**config.mk**
```make
export PLATFORM = sky130hd
export DESIGN_NAME = ape_queue
export DESIGN_NICKNAME = d
export VERILOG_FILES = /design/src/hw/rtl/ape_pkg.sv /design/src/hw/rtl/ape_queue.sv
export SDC_FILE = /design/constraint.sdc
export NUM_CORES = 1
export LEC_CHECK = 0
export BUFFER_PORTS_ARGS = -buffer_cell sky130_fd_sc_hd__buf_2
export CORE_MARGIN = 2
export CORE_UTILIZATION = 40
export DETAILED_ROUTE_END_ITERATION = 6
export PLACE_DENSITY = 0.63
export SETUP_SLACK_MARGIN = 0.15
export SYNTH_ARGS = -nofsm -noshare
export SYNTH_HDL_FRONTEND = slang
export SYNTH_SLANG_ARGS = --single-unit
```
**constraint.sdc**
```tcl
create_clock -name clk -period 17.5 [get_ports clk]
set_input_delay 2.625 -clock clk [delete_from_list [all_inputs] [get_ports clk]]
set_output_delay 2.625 -clock clk [all_outputs]
set_load 0.1 [all_outputs]
```
**src/hw/rtl/ape_pkg.sv**
```systemverilog
// Shared constants and types for the axis projection extent block.
// No dependencies; every other file of the block imports this package.
`timescale 1ns / 1ps

package ape_pkg;

    // Width of the configuration register index.
    localparam int CFG_IDX_W = 3;

    // Projections are Q(31-F).F in 32 bits.
    localparam int PROJ_W = 32;

    // Queue between front and back: depth, pointer and occupancy widths.
    localparam int QDEPTH = 8;
    localparam int QPTR_W = 3;
    localparam int QCNT_W = 4;

    // Integer part of the start magnitude of the running extremes.
    localparam int START_UNITS = 1000;

    // Configuration register indexes.
    localparam logic [CFG_IDX_W-1:0] REG_CENTER_X = 3'd0;
    localparam logic [CFG_IDX_W-1:0] REG_CENTER_Y = 3'd1;
    localparam logic [CFG_IDX_W-1:0] REG_CENTER_Z = 3'd2;
    localparam logic [CFG_IDX_W-1:0] REG_AXIS_X   = 3'd3;
    localparam logic [CFG_IDX_W-1:0] REG_AXIS_Y   = 3'd4;
    localparam logic [CFG_IDX_W-1:0] REG_AXIS_Z   = 3'd5;
    localparam logic [CFG_IDX_W-1:0] REG_INV_LEN  = 3'd6;

    // Queue status seen by the back end and the top level.
    typedef struct packed {
        logic empty;
        logic full;
    } ape_q_status_t;

endpackage

```
**src/hw/rtl/ape_queue.sv**
```systemverilog
// Small first-in first-out queue between front and back end.
// Depends on ape_pkg for depth and status type.
`timescale 1ns / 1ps

module ape_queue #(
    parameter int ENTRY_W = 105
) (
    input  logic                   clk,
    input  logic                   rst_n,
    input  logic                   push,
    input  logic [ENTRY_W-1:0]     wdata,
    input  logic                   pop,
    output logic [ENTRY_W-1:0]     rdata,
    output ape_pkg::ape_q_status_t stat
);
    import ape_pkg::*;

    logic [ENTRY_W-1:0] slot_reg [QDEPTH];
    logic [QPTR_W-1:0]  wr_ptr_reg;
    logic [QPTR_W-1:0]  rd_ptr_reg;
    logic [QCNT_W-1:0]  count_reg;
    logic [QCNT_W-1:0]  count_next;

    always_ff @(posedge clk)
    begin
        if (push)
        begin
            slot_reg[wr_ptr_reg] <= wdata;
        end
    end

    always_comb
    begin
        case ({push, pop})
            2'b10:   count_next = count_reg + QCNT_W'(1);
            2'b01:   count_next = count_reg - QCNT_W'(1);
            default: count_next = count_reg;
        endcase
    end

    always_ff @(posedge clk or negedge rst_n)
    begin
        if (!rst_n)
        begin
            wr_ptr_reg <= '0;
            rd_ptr_reg <= '0;
            count_reg  <= '0;
        end
        else
        begin
            if (push)
            begin
                wr_ptr_reg <= wr_ptr_reg + QPTR_W'(1);
            end
            if (pop)
            begin
                rd_ptr_reg <= rd_ptr_reg + QPTR_W'(1);
            end
            count_reg <= count_next;
        end
    end

    assign rdata      = slot_reg[rd_ptr_reg];
    assign stat.empty = (count_reg == '0);
    assign stat.full  = (count_reg == QCNT_W'(QDEPTH));

endmodule

```
Yosys cells after proc, flatten, opt, wreduce, memory -nomap -nowiden. Memories as Yosys holds them, arrays and structs flattened. Cells that the tools add are included.

Register bits after elaboration: 10. Input port bits: 109. Logic and storage cells: 16. RAM bits: 840. Output and inout port bits: 107. Memories kept: 1.

Add/sub/neg operators: 4. Multiplexer cells: 3. Eq/ne operators: 3. Reductions and logical operators: 2.

Memory list: slot_reg (words 8, width 105, rd ports 1, clocked after Yosys merged registers in 0, write ports 1, line ape_queue.sv:18) `logic [ENTRY_W-1:0] slot_reg [QDEPTH];`.

Operators by type and width (count): one-hot mux 4 bit (2 select lines) (1); adder 3 x 1 -> 3 bit (second input constant) (2); adder 4 x 1 -> 4 bit (second input constant) (1); equality test 4 bit (second input constant) (1); zero test 4 bit (1); subtractor 4 x 1 -> 4 bit (second input constant) (1); equality test 2 x 1 -> 1 bit (second input constant) (1); equality test 2 bit (second input constant) (1); 2-to-1 mux 1 bit (2); nonzero test 2 bit (1).

Depth between registers and ports, before layout.
Word-level depth: 2. Gate-level depth with buffers: 7. Mapped depth without buffers: 7.

Worst setup path after synthesis. OpenSTA, ideal clock, no wires.

Path type: input port to flip-flop. Start point: in push. End point: mem slot_reg[0][0], enable pin. Stages: 2. Path buffers: 0. Setup time: 0.697 ns. Slack: 6.985 ns. Required time: 16.803 ns. Arrival time: 9.818 ns. Cells stage by stage: nand2b_1 nor3_1.

Word-level cells in the longest chain between the ends: 2.

Ends and longest elaborated chain: start: declaration (line ape_queue.sv:10) `input logic push,`; 2-to-1 mux 1 bit (line ape_queue.sv:26) `if (push)`; 2-to-1 mux 1 bit (implied by the code) (line ape_queue.sv:28) `slot_reg[wr_ptr_reg] <= wdata;`; end: declaration (line ape_queue.sv:18).

Every way passes these cells.

Worst setup path in the final report.
Start point: reg rd_ptr_reg[0]. End point: out rdata[71].

Word-level cells in the longest chain between the ends: 1.

Ends and longest elaborated chain: start: declaration (line ape_queue.sv:20) `logic [QPTR_W-1:0] rd_ptr_reg;`; start signal: assignment (line ape_queue.sv:57) `rd_ptr_reg <= rd_ptr_reg + QPTR_W'(1);`; memory (8 x 105 bit); end: declaration (line ape_queue.sv:13) `output logic [ENTRY_W-1:0] rdata,`.

Every way passes these cells.

==> reports/metrics.cfg <==
[status]
status=complete, no violations

[worst_setup_path]
path_depth=5
crit_buf_inv=3
r2r_slack_ps=14580
regToRegEndpoint=slot_reg[3][51]$_DFFE_PP_
rr_worst_depth=4
slowest_delay_ps=880
regToRegStartpoint=wr_ptr_reg[2]$_DFFE_PN0P_
slowest_stage=buf_4
required_ps=14880
crit_family=buffers and inverters
path_max_fanout=50
end_kind=output port
worstSetupStartpoint=rd_ptr_reg[0]$_DFFE_PN0P_
path_cells=buf_4, buf_4, mux4_2, mux2_2, buf_2
cp_common_cell=buf_4
cp.arrival_ps=4470
endpoint=rdata[71]
cp-start-kind=register
worstSetupPathType=register to output port

[yosys]
synth_fp_nets=1388
synth_top_cell_area_share_pct=78.5
synth_warnings=0
synth_ff_type=edfxtp_1
synth_common_cells=edfxtp_1 (840), mux4_2 (210), mux2_2 (108)
yosysTopAreaCell=edfxtp_1
avgSynthCellArea_um2=25.2
synth-seq-cells=850
synthArstFlopShare_pct=1.18
syn_area_um2=32100
synth_most_common_cell=edfxtp_1
synth_cell_type_count=30
yosysSeqAreaShare_pct=79.3
netlist_instances=1274
synth-edff-count=840
ys_top_cells_by_area=edfxtp_1 (79%), mux4_2 (15%), mux2_2 (3.8%), dfrtp_1 (0.78%), buf_6 (0.74%)

[finish]
n_fill_cell=6523
nets=1654
fin_util_pct=46.8
layout-drive-gt1-share_pct=43.1
largest_reg_flops=840
multiInputGateArea_um2=6310
ff_latch_area_um2=25500
area_delta_synth_final_pct=15.5

[floorplan]
initial_core_util_pct=40.5
num_rows=103
die_w_um=287
die_area_um2=82600
ios=216
coreArea_um2=79300
die_h_um=287

[sta]
finalSetupViolCount=0
fin_crit_sh_pct=40.6
rsz0062_at_grt=false
slew_headroom_pct=29.4
skew_ps=22.5
slew_violations=0
worstMarginPinSlew_ps=1060
clock.fmax_mhz=141
period_needed_ps=7100
tns_ps=0
hold_violations=0
whs_ps=578

[route]
drt_first_pass_iters=4
top_layer=met5
antenna_left=0
wl_met2_um=31900
routed_wl_um=64100
wl_met1_um=26900
routed_via_density=5.25
num_vias=14000
route.met3.wl_um=3600
drcViolationCount=0
drtIter0Drc=931
wire_per_inst_um=24.0

[global_routing]
antenna_found_initial=16
grt_pass1_vias=15200
grt_start_max_net_pins=106
overflow=0
grt_pass1_wl_um=95800
grt_usage_pct=15.6

[clock_tree]
cts_htree_levels=3
clk_path_buf_depth=3
cts_root_buffer=clkbuf_16
clock-sinks=850
cts_tree=done
post-cts-setup-buffers=0
clk_latency_ps=630
ctsResizeCount=0
numCtsBuffers=87
ctsHoldBuffers=0
path_clk_slew_ps=60

[placed_design]
port_buffers=215
gp_congestion=0.668
hpwl_um=34100

[worst_hold_path]
hold_class=register to register
hold-path-cell-count=1

[flow_run]
cap_viol_max_count=0

==> final cells by class <==
type                    instances  area share, %
inverters                       3         0.0303
diodes                          6         0.0405
clock inverters                54           1.28
multi-input cells             360           17.0
flip-flops and latches        850           68.7
well taps                    1050           3.54
clock buffers                 104           6.04
repair buffers                238           3.40
==> worst min-delay path by stage <==
stage                         startpoint                        end
2_1_floorplan  wr_ptr_reg[2]$_DFFE_PN0P_  wr_ptr_reg[2]$_DFFE_PN0P_
3_3_place_gp   wr_ptr_reg[1]$_DFFE_PN0P_  wr_ptr_reg[1]$_DFFE_PN0P_
3_5_place_dp   wr_ptr_reg[1]$_DFFE_PN0P_  wr_ptr_reg[1]$_DFFE_PN0P_
4_1_cts        wr_ptr_reg[1]$_DFFE_PN0P_  wr_ptr_reg[1]$_DFFE_PN0P_
5_1_grt        wr_ptr_reg[1]$_DFFE_PN0P_  wr_ptr_reg[1]$_DFFE_PN0P_
6_report       wr_ptr_reg[1]$_DFFE_PN0P_  wr_ptr_reg[1]$_DFFE_PN0P_
==> per-layer routing <==
metal | vias to the layer above | GRT usage, %
li1 | 6023 | -
met1 | 7527 | 20.4
met2 | 313 | 25.7
met3 | 118 | 3.84
met4 | 22 | 4.93
met5 | - | 0
==> layout by cell type, fill, tap and decap left out, types with 2 or more instances in the layout <==
cell,instances
nor3_2,2
inv_6,5
dfrtp_1,7
xnor2_1,4
dfrtp_4,3
nor2_4,6
clkbuf_16,87
clkinv_2,22
buf_2,215
bufinv_16,6
nand2b_1,3
edfxtp_1,840
ha_1,5
mux2_2,108
xor2_1,3
mux4_2,210
diode_2,6
nand2_1,4
buf_4,22
clkinv_1,16
clkbuf_1,17
inv_1,3
==> cells by family after synthesis <==
| kind of cell | share of synthesized area, % |
|---|---|
| compound gates | 0.144 |
| xor+xnor | 0.191 |
| fa+ha+maj | 0.195 |
| buf+inv | 1.27 |
| flops | 79.3 |
| mux | 18.5 |
| simple gates | 0.389 |
==> stage by stage <==
stage / std cells / instance area, µm² / setup WS, ps
6_report: 2665 / 37100 / 10400
2_1_floorplan: 1274 / 32100 / 6980
3_5_place_dp: 2501 / 34400 / 10830
3_3_place_gp: 2501 / 34400 / 10850
5_1_grt: 2662 / 37100 / 9910
4_1_cts: 2659 / 37100 / 10160
Power is not shown: default switching activity piles up to over one toggle a cycle in this logic, so the estimate is an artifact.
