File: src/hw/rtl/ape_pkg.sv
// Shared constants and types for the axis projection extent block.
// No dependencies; every other file of the block imports this package.
`timescale 1ns / 1ps

package ape_pkg;

    // Width of the configuration register index.
    localparam int CFG_IDX_W = 3;

    // Projections are Q(31-F).F in 32 bits.
    localparam int PROJ_W = 32;

    // Queue between front and back: depth, pointer and occupancy widths.
    localparam int QDEPTH = 8;
    localparam int QPTR_W = 3;
    localparam int QCNT_W = 4;

    // Integer part of the start magnitude of the running extremes.
    localparam int START_UNITS = 1000;

    // Configuration register indexes.
    localparam logic [CFG_IDX_W-1:0] REG_CENTER_X = 3'd0;
    localparam logic [CFG_IDX_W-1:0] REG_CENTER_Y = 3'd1;
    localparam logic [CFG_IDX_W-1:0] REG_CENTER_Z = 3'd2;
    localparam logic [CFG_IDX_W-1:0] REG_AXIS_X   = 3'd3;
    localparam logic [CFG_IDX_W-1:0] REG_AXIS_Y   = 3'd4;
    localparam logic [CFG_IDX_W-1:0] REG_AXIS_Z   = 3'd5;
    localparam logic [CFG_IDX_W-1:0] REG_INV_LEN  = 3'd6;

    // Queue status seen by the back end and the top level.
    typedef struct packed {
        logic empty;
        logic full;
    } ape_q_status_t;

endpackage

File: src/hw/rtl/ape_if.sv


interface ape_result_if #(parameter int COORD_WIDTH = 24);
    import ape_pkg::*;
    logic                          valid;
    logic                          ready;
    logic signed [PROJ_W-1:0]      min_projection;
    logic signed [PROJ_W-1:0]      max_projection;
    logic signed [COORD_WIDTH-1:0] min_point_x;
    logic signed [COORD_WIDTH-1:0] min_point_y;
    logic signed [COORD_WIDTH-1:0] min_point_z;
    logic signed [COORD_WIDTH-1:0] max_point_x;
    logic signed [COORD_WIDTH-1:0] max_point_y;
    logic signed [COORD_WIDTH-1:0] max_point_z;

    modport source (output valid, min_projection, max_projection, min_point_x, min_point_y,
                    min_point_z, max_point_x, max_point_y, max_point_z, input ready);
    modport sink   (input valid, min_projection, max_projection, min_point_x, min_point_y,
                    min_point_z, max_point_x, max_point_y, max_point_z, output ready);
endinterface

File: src/hw/rtl/ape_back.sv
// Back end: running minimum and maximum tracker and the result register.
// Depends on ape_pkg and ape_if.
`timescale 1ns / 1ps

module ape_back #(
    parameter int COORD_WIDTH = 24,
    parameter int FRAC_BITS   = 16
) (
    input  logic                                   clk,
    input  logic                                   rst_n,
    input  ape_pkg::ape_q_status_t                 q_stat,
    input  logic [ape_pkg::PROJ_W+3*COORD_WIDTH:0] q_rdata,
    output logic                                   q_pop,
    ape_result_if.source                           results
);
    import ape_pkg::*;

    localparam int C  = COORD_WIDTH;
    localparam int EW = PROJ_W + 3 * C + 1;

    localparam logic signed [PROJ_W-1:0] START_POS =
        PROJ_W'(START_UNITS * (2 ** FRAC_BITS));
    localparam logic signed [PROJ_W-1:0] START_NEG = PROJ_W'(0) - START_POS;

    logic signed [PROJ_W-1:0] proj;
    logic [3*C-1:0]           pt;
    logic                     last;
    logic                     lt;
    logic                     gt;

    logic signed [PROJ_W-1:0] run_min_reg;
    logic signed [PROJ_W-1:0] run_max_reg;
    logic [3*C-1:0]           min_pt_reg;
    logic [3*C-1:0]           max_pt_reg;
    logic signed [PROJ_W-1:0] run_min_next;
    logic signed [PROJ_W-1:0] run_max_next;
    logic [3*C-1:0]           min_pt_next;
    logic [3*C-1:0]           max_pt_next;

    logic                     out_valid_reg;
    logic                     out_valid_next;
    logic signed [PROJ_W-1:0] out_min_reg;
    logic signed [PROJ_W-1:0] out_max_reg;
    logic [3*C-1:0]           out_min_pt_reg;
    logic [3*C-1:0]           out_max_pt_reg;

    assign proj = q_rdata[EW-1 -: PROJ_W];
    assign pt   = q_rdata[3*C:1];
    assign last = q_rdata[0];

    // Strict compares keep the earliest point on ties.
    assign lt = (proj < run_min_reg);
    assign gt = (proj > run_max_reg);

    assign run_min_next = lt ? proj : run_min_reg;
    assign run_max_next = gt ? proj : run_max_reg;
    assign min_pt_next  = lt ? pt : min_pt_reg;
    assign max_pt_next  = gt ? pt : max_pt_reg;

    // A last point needs the result register free; other points never wait.
    assign q_pop = !q_stat.empty && (!last || !out_valid_reg || results.ready);

    always_comb
    begin
        out_valid_next = out_valid_reg;
        if (q_pop && last)
        begin
            out_valid_next = 1'b1;
        end
        else if (results.ready)
        begin
            out_valid_next = 1'b0;
        end
    end

    always_ff @(posedge clk or negedge rst_n)
    begin
        if (!rst_n)
        begin
            run_min_reg   <= START_POS;
            run_max_reg   <= START_NEG;
            min_pt_reg    <= '0;
            max_pt_reg    <= '0;
            out_valid_reg <= 1'b0;
        end
        else
        begin
            out_valid_reg <= out_valid_next;
            if (q_pop)
            begin
                if (last)
                begin
                    run_min_reg <= START_POS;
                    run_max_reg <= START_NEG;
                    min_pt_reg  <= '0;
                    max_pt_reg  <= '0;
                end
                else
                begin
                    run_min_reg <= run_min_next;
                    run_max_reg <= run_max_next;
                    min_pt_reg  <= min_pt_next;
                    max_pt_reg  <= max_pt_next;
                end
            end
        end
    end

    always_ff @(posedge clk)
    begin
        if (q_pop && last)
        begin
            out_min_reg    <= run_min_next;
            out_max_reg    <= run_max_next;
            out_min_pt_reg <= min_pt_next;
            out_max_pt_reg <= max_pt_next;
        end
    end

    assign results.valid          = out_valid_reg;
    assign results.min_projection = out_min_reg;
    assign results.max_projection = out_max_reg;
    assign results.min_point_x    = out_min_pt_reg[3*C-1:2*C];
    assign results.min_point_y    = out_min_pt_reg[2*C-1:C];
    assign results.min_point_z    = out_min_pt_reg[C-1:0];
    assign results.max_point_x    = out_max_pt_reg[3*C-1:2*C];
    assign results.max_point_y    = out_max_pt_reg[2*C-1:C];
    assign results.max_point_z    = out_max_pt_reg[C-1:0];

endmodule

File: src/flat_wrapper.sv
// flat-port wrapper written by rule: the top's interface ports become plain ports
module ape_back_flat import ape_pkg::*;
#(
    parameter int COORD_WIDTH = 24,
    parameter int FRAC_BITS   = 16
)
  (clk, rst_n, q_stat, q_rdata, q_pop, results_valid, results_min_projection, results_max_projection, results_min_point_x, results_min_point_y, results_min_point_z, results_max_point_x, results_max_point_y, results_max_point_z, results_ready);
  ape_result_if #(.COORD_WIDTH(COORD_WIDTH)) results_i ();
  input  logic clk;
  input  logic rst_n;
  input  ape_pkg::ape_q_status_t q_stat;
  input  logic [ape_pkg::PROJ_W+3*COORD_WIDTH:0] q_rdata;
  output logic q_pop;
  output wire logic [$bits(results_i.valid)-1:0] results_valid;
  output wire logic [$bits(results_i.min_projection)-1:0] results_min_projection;
  output wire logic [$bits(results_i.max_projection)-1:0] results_max_projection;
  output wire logic [$bits(results_i.min_point_x)-1:0] results_min_point_x;
  output wire logic [$bits(results_i.min_point_y)-1:0] results_min_point_y;
  output wire logic [$bits(results_i.min_point_z)-1:0] results_min_point_z;
  output wire logic [$bits(results_i.max_point_x)-1:0] results_max_point_x;
  output wire logic [$bits(results_i.max_point_y)-1:0] results_max_point_y;
  output wire logic [$bits(results_i.max_point_z)-1:0] results_max_point_z;
  input wire logic [$bits(results_i.ready)-1:0] results_ready;
  assign results_valid = results_i.valid;
  assign results_min_projection = results_i.min_projection;
  assign results_max_projection = results_i.max_projection;
  assign results_min_point_x = results_i.min_point_x;
  assign results_min_point_y = results_i.min_point_y;
  assign results_min_point_z = results_i.min_point_z;
  assign results_max_point_x = results_i.max_point_x;
  assign results_max_point_y = results_i.max_point_y;
  assign results_max_point_z = results_i.max_point_z;
  assign results_i.ready = results_ready;
  ape_back #(.COORD_WIDTH(COORD_WIDTH), .FRAC_BITS(FRAC_BITS)) u_core (.clk(clk), .rst_n(rst_n), .q_stat(q_stat), .q_rdata(q_rdata), .q_pop(q_pop), .results(results_i));
endmodule
File: config.mk
export PLATFORM = sky130hd
export DESIGN_NAME = ape_back_flat
export DESIGN_NICKNAME = d
export VERILOG_FILES = /design/src/hw/rtl/ape_pkg.sv /design/src/hw/rtl/ape_if.sv /design/src/hw/rtl/ape_back.sv /design/src/flat_wrapper.sv
export SDC_FILE = /design/constraint.sdc
export NUM_CORES = 1
export LEC_CHECK = 0
export BUFFER_PORTS_ARGS = -buffer_cell sky130_fd_sc_hd__buf_2
export CAP_MARGIN = 10
export CORE_ASPECT_RATIO = 0.8
export CORE_MARGIN = 2
export CORE_UTILIZATION = 58
export CTS_BUF_LIST = sky130_fd_sc_hd__clkbuf_2 sky130_fd_sc_hd__clkbuf_4 sky130_fd_sc_hd__clkbuf_8
export DETAILED_ROUTE_END_ITERATION = 6
export PLACE_DENSITY_LB_ADDON = 0.12
export SETUP_SLACK_MARGIN = 0.5
export SYNTH_ARGS = -nofsm -noshare
export SYNTH_HDL_FRONTEND = slang
export SYNTH_SLANG_ARGS = --single-unit
export TNS_END_PERCENT = 10
File: constraint.sdc
create_clock -name clk -period 7.55 [get_ports clk]
set_input_delay 1.51 -clock clk [delete_from_list [all_inputs] [get_ports clk]]
set_output_delay 1.51 -clock clk [all_outputs]
set_load 0.1 [all_outputs]
* Word-level counts from Yosys, hierarchy flattened
Index checks and enable logic that the tools add are counted.
Storage, ports and cells: register bits 417, latch bits 0, memory bits (writable) 0, memory bits (read-only) 0, bits of input ports 110, output and inout port bits 210, memories 0
Operators by class: $add $sub $neg 0, multipliers 0, div/mod/pow operators 0, $lt $le $gt $ge 2, equal/unequal tests 0, shift operators 0, multiplexer cells 10, bitwise gates (word level) 0, reductions and logical operators 8
Operators by type and width (number):
- $mux W72 | 4
- $mux W32 | 4
- $gt A32 B32 Y1 | 1
- $lt A32 B32 Y1 | 1
- $logic_not A1 Y1 | 3
- $logic_and A1 B1 Y1 | 2
- $logic_or A1 B1 Y1 | 2
- $mux W1 | 2
- $reduce_bool A2 Y1 | 1

* Depth between registers and ports, before layout
Gate-level depths: netlist of run 1.
depth in word-level cells 6, gate-level depth with buffers 13, mapped depth without buffers 9

* Worst setup path before layout of run 1
OpenSTA, ideal clock, no wires.
path type input port to flip-flop, from in q_rdata[0] (netlist bit), to reg u_core.out_valid_reg (netlist: u_core.results.valid), data arrival time 7.933 ns, data required time 7.454 ns, slack -0.478 ns, cell stages on the path 5, path buffers 1, cells stage by stage clkbuf_1 -> a21o_1 -> inv_1 -> and2_1 -> or2_2
On the way: cells in the longest elaborated chain, start to end 6, elaborated cells on any way between the ends 7, those cells by class mux: 1; reduce/logical: 6
RTL lines:
- from (decl) | line flat_wrapper.sv:12 | input logic [ape_pkg::PROJ_W+3*COORD_WIDTH:0] q_rdata;
- $logic_not A1 Y1 | line ape_back.sv:61 | assign q_pop = !q_stat.empty && (!last || !out_valid_reg || results.ready);
- $logic_or A1 B1 Y1 (2 in a row) | line ape_back.sv:61
- $logic_and A1 B1 Y1 | line ape_back.sv:61
- named net q_pop | line flat_wrapper.sv:13 | output logic q_pop;
- $logic_and A1 B1 Y1 | line ape_back.sv:66 | if (q_pop && last)
- $mux W1 | line ape_back.sv:66
- named net u_core.out_valid_next | line ape_back.sv:41 | logic out_valid_next;
- to (signal assigned) | line ape_back.sv:88 | out_valid_reg <= out_valid_next;
- to (decl) | line ape_back.sv:40 | logic out_valid_reg;
The timed path passes the listed nets, and every way through them passes these cells. A chain may end at the register's enable or synchronous reset.

* Final worst setup path of run 1
from in q_rdata[87] (netlist bit), to reg u_core.min_pt_reg[41]
On the way: cells in the longest elaborated chain, start to end 3
RTL lines:
- $lt A32 B32 Y1 | line ape_back.sv:52 | assign lt = (proj < run_min_reg);
- $mux W72 | line ape_back.sv:57 | assign min_pt_next = lt ? pt : min_pt_reg;
- $mux W72 | line ape_back.sv:91 | if (last)
- to (signal assigned) | line ape_back.sv:102 | min_pt_reg <= min_pt_next;
- to (decl) | line ape_back.sv:33 | logic [3*C-1:0] min_pt_reg;
No other way between the ends.

==> results of run 1 <==
-- logic make-up after synthesis --
| group | after synthesis | share of synthesized area (%) |
|---|---|---|
| adder cells (fa/ha/maj) | 63 | 4.46 |
| multiplexers | 144 | 9.53 |
| AND/OR/NAND/NOR | 120 | 3.18 |
| buffers and inverters | 161 | 3.76 |
| AO/OA/AOI/OAI | 330 | 14.1 |
| flip-flops | 417 | 65.0 |
-- stage by stage --
stage | hold WS [ns] | instances | cell area, um2
global placement | 0.473 | 1903 | 19700
floorplan | 0.459 | 1235 | 17700
CTS | 0.499 | 2024 | 21000
global route | 0.514 | 2029 | 21000
finish | 0.501 | 2031 | 21000
detailed placement | 0.486 | 1903 | 19700
-- power by group through the flow --
stage | sequential, W | combinational, W | clock [W]
floorplan | 0.00408 | 0.00118 | 0
global placement | 0.00312 | 0.00261 | 0
detailed placement | 0.00314 | 0.00266 | 0
CTS | 0.00310 | 0.00267 | 0.00201
global route | 0.00314 | 0.00283 | 0.00210
finish | 0.00310 | 0.00267 | 0.00197
-- Yosys cell counts, types with 9 or more instances --
cell      count
o21ai_0      72
buf_1        13
nor2_1        9
nand3_1      37
buf_2        22
inv_1        82
ha_1         63
clkbuf_1     39
edfxtp_1    208
a22o_1      185
mux2_4       17
mux2_2      127
nand2_1      49
dfstp_2      14
dfrtp_1     195
a22oi_1       9
a21oi_1      22
nand4_1      10
-- worst min-delay path by stage --
| stage | start | endpoint | slack, ns | cells after the start |
|---|---|---|---|---|
| finish | u_core.max_pt_reg[71] | u_core.max_pt_reg[71] | 0.50 | 2 |
| global route | u_core.min_pt_reg[42] | u_core.min_pt_reg[42] | 0.51 | 1 |
| CTS | u_core.max_pt_reg[71] | u_core.max_pt_reg[71] | 0.50 | 2 |
| detailed placement | u_core.max_pt_reg[71] | u_core.max_pt_reg[71] | 0.49 | 2 |
| global placement | u_core.max_pt_reg[71] | u_core.max_pt_reg[71] | 0.47 | 2 |
| floorplan | u_core.max_pt_reg[71] | u_core.max_pt_reg[71] | 0.46 | 2 |
-- area by class of cell --
type | instances | area, um2
Antenna cell | 7 | 17.5
Clock buffer | 106 | 1250
Clock inverter | 15 | 113
Fill cell | 2144 | 9120
Inverter | 82 | 308
Multi-Input combinational cell | 657 | 5590
Sequential cell | 417 | 11500
Tap cell | 413 | 517
Timing Repair Buffer | 334 | 1760
-- placed cells by master (no fill, tap or decap), drive strengths merged, types with 4 or more instances in the layout --
cell type / n
nand2: 49
a21oi: 22
nor2: 9
clkinvlp: 4
a22o: 185
a2bb2oi: 5
dfrtp: 195
clkinv: 8
ha: 63
o22ai: 7
nand4: 10
mux2: 144
inv: 84
a21o: 7
o21ai: 73
dfstp: 14
buf: 333
edfxtp: 208
clkbuf: 107
diode: 7
a22oi: 9
o211ai: 4
nand3: 37
-- layer usage --
layer  wire length (um)  GRT usage, %  up-vias
met1              18800          38.4     5942
met2              19500          40.2      450
met4               1190          10.5       14
met5                 86             0        -
met3               3620          7.79       94
li1                   -             -     5325
-- critical path, cell delays in order --
cell	delay, ns
buf_2	0.14
ha_1	0.33
nand4_1	0.13
nor3_1	0.38
o21ai_0	0.21
a31oi_1	0.59
o221ai_4	0.19
buf_4	0.44
o21ai_4	0.27
buf_4	0.62
a22o_1	0.27
==> metrics, run 1 <==
dpl ws around 2.4 ns; final hold vios 0; post-route ant nets 0; sw frac between 30% and 40%; share of flip-flops with an asynchronous set or reset 50.1%; reg-to-reg startpoint u_core.run_min_reg[14]; die height 160 um; Worst Path Arrival approximately 5 ns; logic gate share of total power between 30 and 40%; post-DP HPWL 26,100 um; Wirelength per Cell roughly 21 um; Detailed Route WL 43,200 um; Power Total 0.00774 W; R2R cell count 11; DRT Pass-1 Iters 7; Cells after Synth 1,235; GR Overflow Total 0; final setup fails 0; vias 11.8k; register share of total power roughly 40%; IO buf count 318; top post-synthesis cells by area edfxtp_1, dfrtp_1, a22o_1; chip width around 200 um; status finished, final reports clean; Yosys cell types a little under 50; largest net degree at the start of global routing roughly 130; final core occ around 70%; Area growth, synth to finish 19.0%; clock network power share 25.4%; unrepaired setup endpoints after global routing false; Initial DRC Count 887; Power Density 368 nW/um2; initial antenna violation count 13; Internal roughly 0.0048 W; Yosys warning total 0; fin crit period approximately 4.6 ns; Hold-fix buffers, CTS 0; Clk pin slew, worst setup/hold paths 0.06 ns; Setup TNS 0 ns; Num CTS Buffers 66; clock sink total 417; row count 57; CP max FO 73; net switching power 0.00291 W; post-synth top area share a little over a third; number of synthesized flops with an enable pin 208; Root Driver clkbuf_8; layout cell share with drive strength beyond 1 around 38%; worst-margin pin slew approximately 1 ns; die area 31,900 um2; sequential area share after synthesis 65.0%; Post-Synthesis Net Count 1,408; Syn Std Cell Area 17,700 um2; Max-cap violations 0; drt drc 0; All-Layer GR Usage 27.2%; FMAX 217 MHz; global-route wire length before repair 66,700 um; TritonCTS clock tree built; P_leak 9.47 nW; DR vias/cell 5.82; final worst-path cycle share 61.0%; gp weighted congestion about 0.84; I/O pin count 320; Synth area leader edfxtp_1; CTS max path bufs 3; Slew Limit Headroom between 30 and 40%; Worst setup startpoint q_rdata[87]; Hold Path Class flop to flop; CP Launch Type primary input; reg2reg end u_core.min_pt_reg[41]; initial core utilization 58.6%; Synth Area per Inst 14.3 um2; Setup WS post-layout 2.94 ns; core area 30,200 um2; CP endpoint kind flop; flops & latches, synth 417; clk_skew 0.0207 ns; pins over their slew limit 0; Critical Path RT 8.06 ns; crit path capture u_core.min_pt_reg[41]; ys flop type edfxtp_1; r2r setup slk 3.59 ns; # H-tree levels 3; fin nets about 1.7k; Post-CTS Resized 0; vias in the first global route 11.8k; critical path type primary input to flop; postcts setup bufs 0; Max IR drop VDD 0.223 mV; later-pin clock latency in the skew report 0.59 ns
Note: power is estimated with default switching activity, not from simulation.
==> run 2, diff against run 1 <==
--- a/config.mk
+++ b/config.mk
@@ -5,11 +5,12 @@
 export SDC_FILE = /design/constraint.sdc
 export NUM_CORES = 1
 export LEC_CHECK = 0
+export ABC_AREA = 1
 export BUFFER_PORTS_ARGS = -buffer_cell sky130_fd_sc_hd__buf_2
 export CAP_MARGIN = 10
 export CORE_ASPECT_RATIO = 0.8
 export CORE_MARGIN = 2
-export CORE_UTILIZATION = 58
+export CORE_UTILIZATION = 53
 export CTS_BUF_LIST = sky130_fd_sc_hd__clkbuf_2 sky130_fd_sc_hd__clkbuf_4 sky130_fd_sc_hd__clkbuf_8
 export DETAILED_ROUTE_END_ITERATION = 6
 export PLACE_DENSITY_LB_ADDON = 0.12
==> constraint.sdc (replaced) <==
create_clock -name clk -period 4.2 [get_ports clk]
set_input_delay 0.84 -clock clk [delete_from_list [all_inputs] [get_ports clk]]
set_output_delay 0.84 -clock clk [all_outputs]
set_load 0.1 [all_outputs]
==> metrics, run 2 <==
status finished, final reports clean; Wirelength per Cell 17.3 um (-19%); top post-synthesis cells by area edfxtp_1, dfrtp_1, nand2_1; gp weighted congestion 0.814 (-2.6%); leading cell type in the layout, fill and taps excluded nand2_1; All-Layer GR Usage 26.9% (-0.35 points); pins over their slew limit 0 (unchanged); DR vias/cell 5.28 (-9.3%); met3 track demand over resource 5.80% (-2.0 points); drt drc 0 (unchanged); Setup WS post-layout 1.05 ns (-1.89 ns); post-DP HPWL 32,900 um (+26%); worst-margin pin slew 1.03 ns (+0.0107 ns); largest net degree at the start of global routing 146 (+17%); GR peak layer met2; Max-cap violations 0 (unchanged); net switching power 0.00958 W (+230%); vias 16.3k (+38%); clock sink total 417 (unchanged); most frequent cells in the layout nand2_1, inv_1, buf_2; unrepaired setup endpoints after global routing false; core area 38,000 um2 (+26%); Yosys cell types 29 (-41%); share of flip-flops with an asynchronous set or reset 50.1% (unchanged); Initial DRC Count 1,250 (+41%); Area growth, synth to finish 17.5%; critical path type flop to output pin; Hold Path Class primary input to asynchronous set/reset pin; Internal 0.0107 W (+120%); TritonCTS clock tree built; row count 64 (+12%); number of synthesized flops with an enable pin 208 (unchanged); Syn Std Cell Area 20,200 um2 (+15%); final core occ 62.7% (-7.1 points); Placement Cell Area 22,400 um2 (+14%); fin area 23,800 um2 (+13%); global-route wire length before repair 83,600 um (+25%); initial core utilization 53.3% (-5.3 points); CP endpoint kind output pin; CP max FO 38 (-48%); IO buf count 318 (unchanged); dpl ws 0.636 ns (-1.76 ns); Critical Path RT 3.36 ns (-4.70 ns); fin nets 2,710 (+57%); sequential area share after synthesis 56.8% (-8.2 points); commonest cells in the synthesized netlist nand2_1, inv_1, nand3_1, edfxtp_1, dfrtp_1; layout cell share with drive strength beyond 1 19.3% (-19 points); Post-CTS Resized 0 (unchanged); DRT Pass-1 Iters 5 (-2); Power Density 851 nW/um2 (+130%); clock network power share 18.3% (-7.1 points); post-route ant nets 0 (unchanged); Slew Limit Headroom 31.5% (-0.71 points); dpl cells 2,960 (+56%); die height 179 um (+12%); Clk pin slew, worst setup/hold paths 0.06 ns (about the same); CTS max path bufs 3 (unchanged); final setup fails 0 (unchanged); GRT met1 Usage 36.9% (-1.5 points); met2 Track Usage GR 42.7% (+2.6 points); Max IR drop VDD 0.441 mV (+98%); final hold vios 0 (unchanged); fin crit period 3.15 ns; P_leak 11.6 nW (+23%); vias in the first global route 15.7k (+33%); final worst-path cycle share 74.9%; later-pin clock latency in the skew report 0.63 ns (+0.04 ns); Cells after Synth 2,230 (+81%); Hold-fix buffers, CTS 0 (unchanged); logic gate share of total power 49.3% (+15 points); Layout Cells excl Fill 3,088 (+52%); Post-Synthesis Net Count 2,403 (+71%); initial antenna violation count 3 (-10); post-synth top area share 30.8% (-4.5 points); Worst Path Arrival 2.31 ns (-2.81 ns); Setup TNS 0 ns (unchanged); die area 39,800 um2 (+25%); Root Driver clkbuf_8; Synth area leader edfxtp_1; Yosys warning total 0 (unchanged); FMAX 318 MHz; ys flop type edfxtp_1; GR Overflow Total 0 (unchanged); postcts setup bufs 0 (unchanged); count leader, synth nand2_1; sw frac 47.3% (+9.7 points); clk_skew 0.0338 ns (+0.0131 ns); Num CTS Buffers 70 (+6.1%); I/O pin count 320 (unchanged); Synth Area per Inst 9.08 um2 (-37%); Detailed Route WL 53,400 um (+24%); CP Launch Type flop; flops & latches, synth 417 (unchanged); chip width 223 um (+12%); # H-tree levels 3 (unchanged); register share of total power 32.4% (-7.7 points)
==> run 2: changes by cell type after synthesis, moves of 10 or more <==
cell and delta:
nand2_1 +553, inv_1 +261, and2_1 +192, nand3_1 +189, a22o_1 -185, mux2_2 -127
nand4_1 +97, buf_2 +29, o21ai_0 +29, mux2_4 -17, nor2_1 +10
==> run 2: cell type report <==
type,count,area [um2]
tap,495,619
clock inverter,12,67.6
multi-input combinational,1360,7000
sequential,417,11500
clock buffer,114,1370
inverter,345,1310
timing repair buffer,343,1930
antenna,2,5.00
fill,3183,14200
==> run 2: power groups by stage <==
stage	sequential (W)	combinational (W)	clock, W
final	0.00657	0.00998	0.00369
after global routing	0.00670	0.0109	0.00394
after CTS	0.00657	0.00998	0.00378
after detailed placement	0.00664	0.00994	0
after global placement	0.00660	0.00969	0
after floorplan	0.00983	0.00466	0
==> run 2: worst max-delay path: stages (launching register included) <==
cell and delay (ns):
dfrtp_2 0.43, a31oi_4 0.30, buf_4 0.45, buf_2 0.51
==> run 2: cell families (layout without fill, tap and decap cells) <==
logic type / count (synthesis) / count (layout) / synth area share (%)
buffers and inverters: 453 / 814 / 8.97
adders and majority gates: 63 / 63 / 3.89
AOI/OAI and AO/OA: 134 / 134 / 3.40
and+or+nand+nor: 1163 / 1163 / 27.0
other: 0 / 2 / 0
DFF: 417 / 417 / 56.8
==> run 2: worst paths after layout <==
path	cells after the start	end	startpoint	slack (ns)
worst min register to register	2	u_core.run_min_reg[9]	u_core.run_min_reg[9]	0.48
worst max-delay path	3	q_pop	u_core.results.valid	1.05
max in group asynchronous	2	u_core.min_pt_reg[29]	rst_n	2.89
min in group clk	2	u_core.run_min_reg[9]	u_core.run_min_reg[9]	0.48
worst min-delay path	1	u_core.run_max_reg[10]	rst_n	0.30
worst max register to register	10	u_core.out_max_pt_reg[26]	u_core.run_max_reg[31]	1.08
==> run 2: routing by layer <==
| metal | routed length, um | up-vias |
|---|---|---|
| li1 | - | 7827 |
| met1 | 24000 | 7789 |
| met2 | 24400 | 593 |
| met3 | 3690 | 98 |
| met4 | 1390 | 2 |
| met5 | 13 | - |
==> run 2: metrics by stage <==
stage	total power [W]	hold slack [ns]
floorplan	0.0145	0.449
CTS	0.0203	0.352
global placement	0.0163	0.461
finish	0.0202	0.297
global route	0.0215	0.368
detailed placement	0.0166	0.465
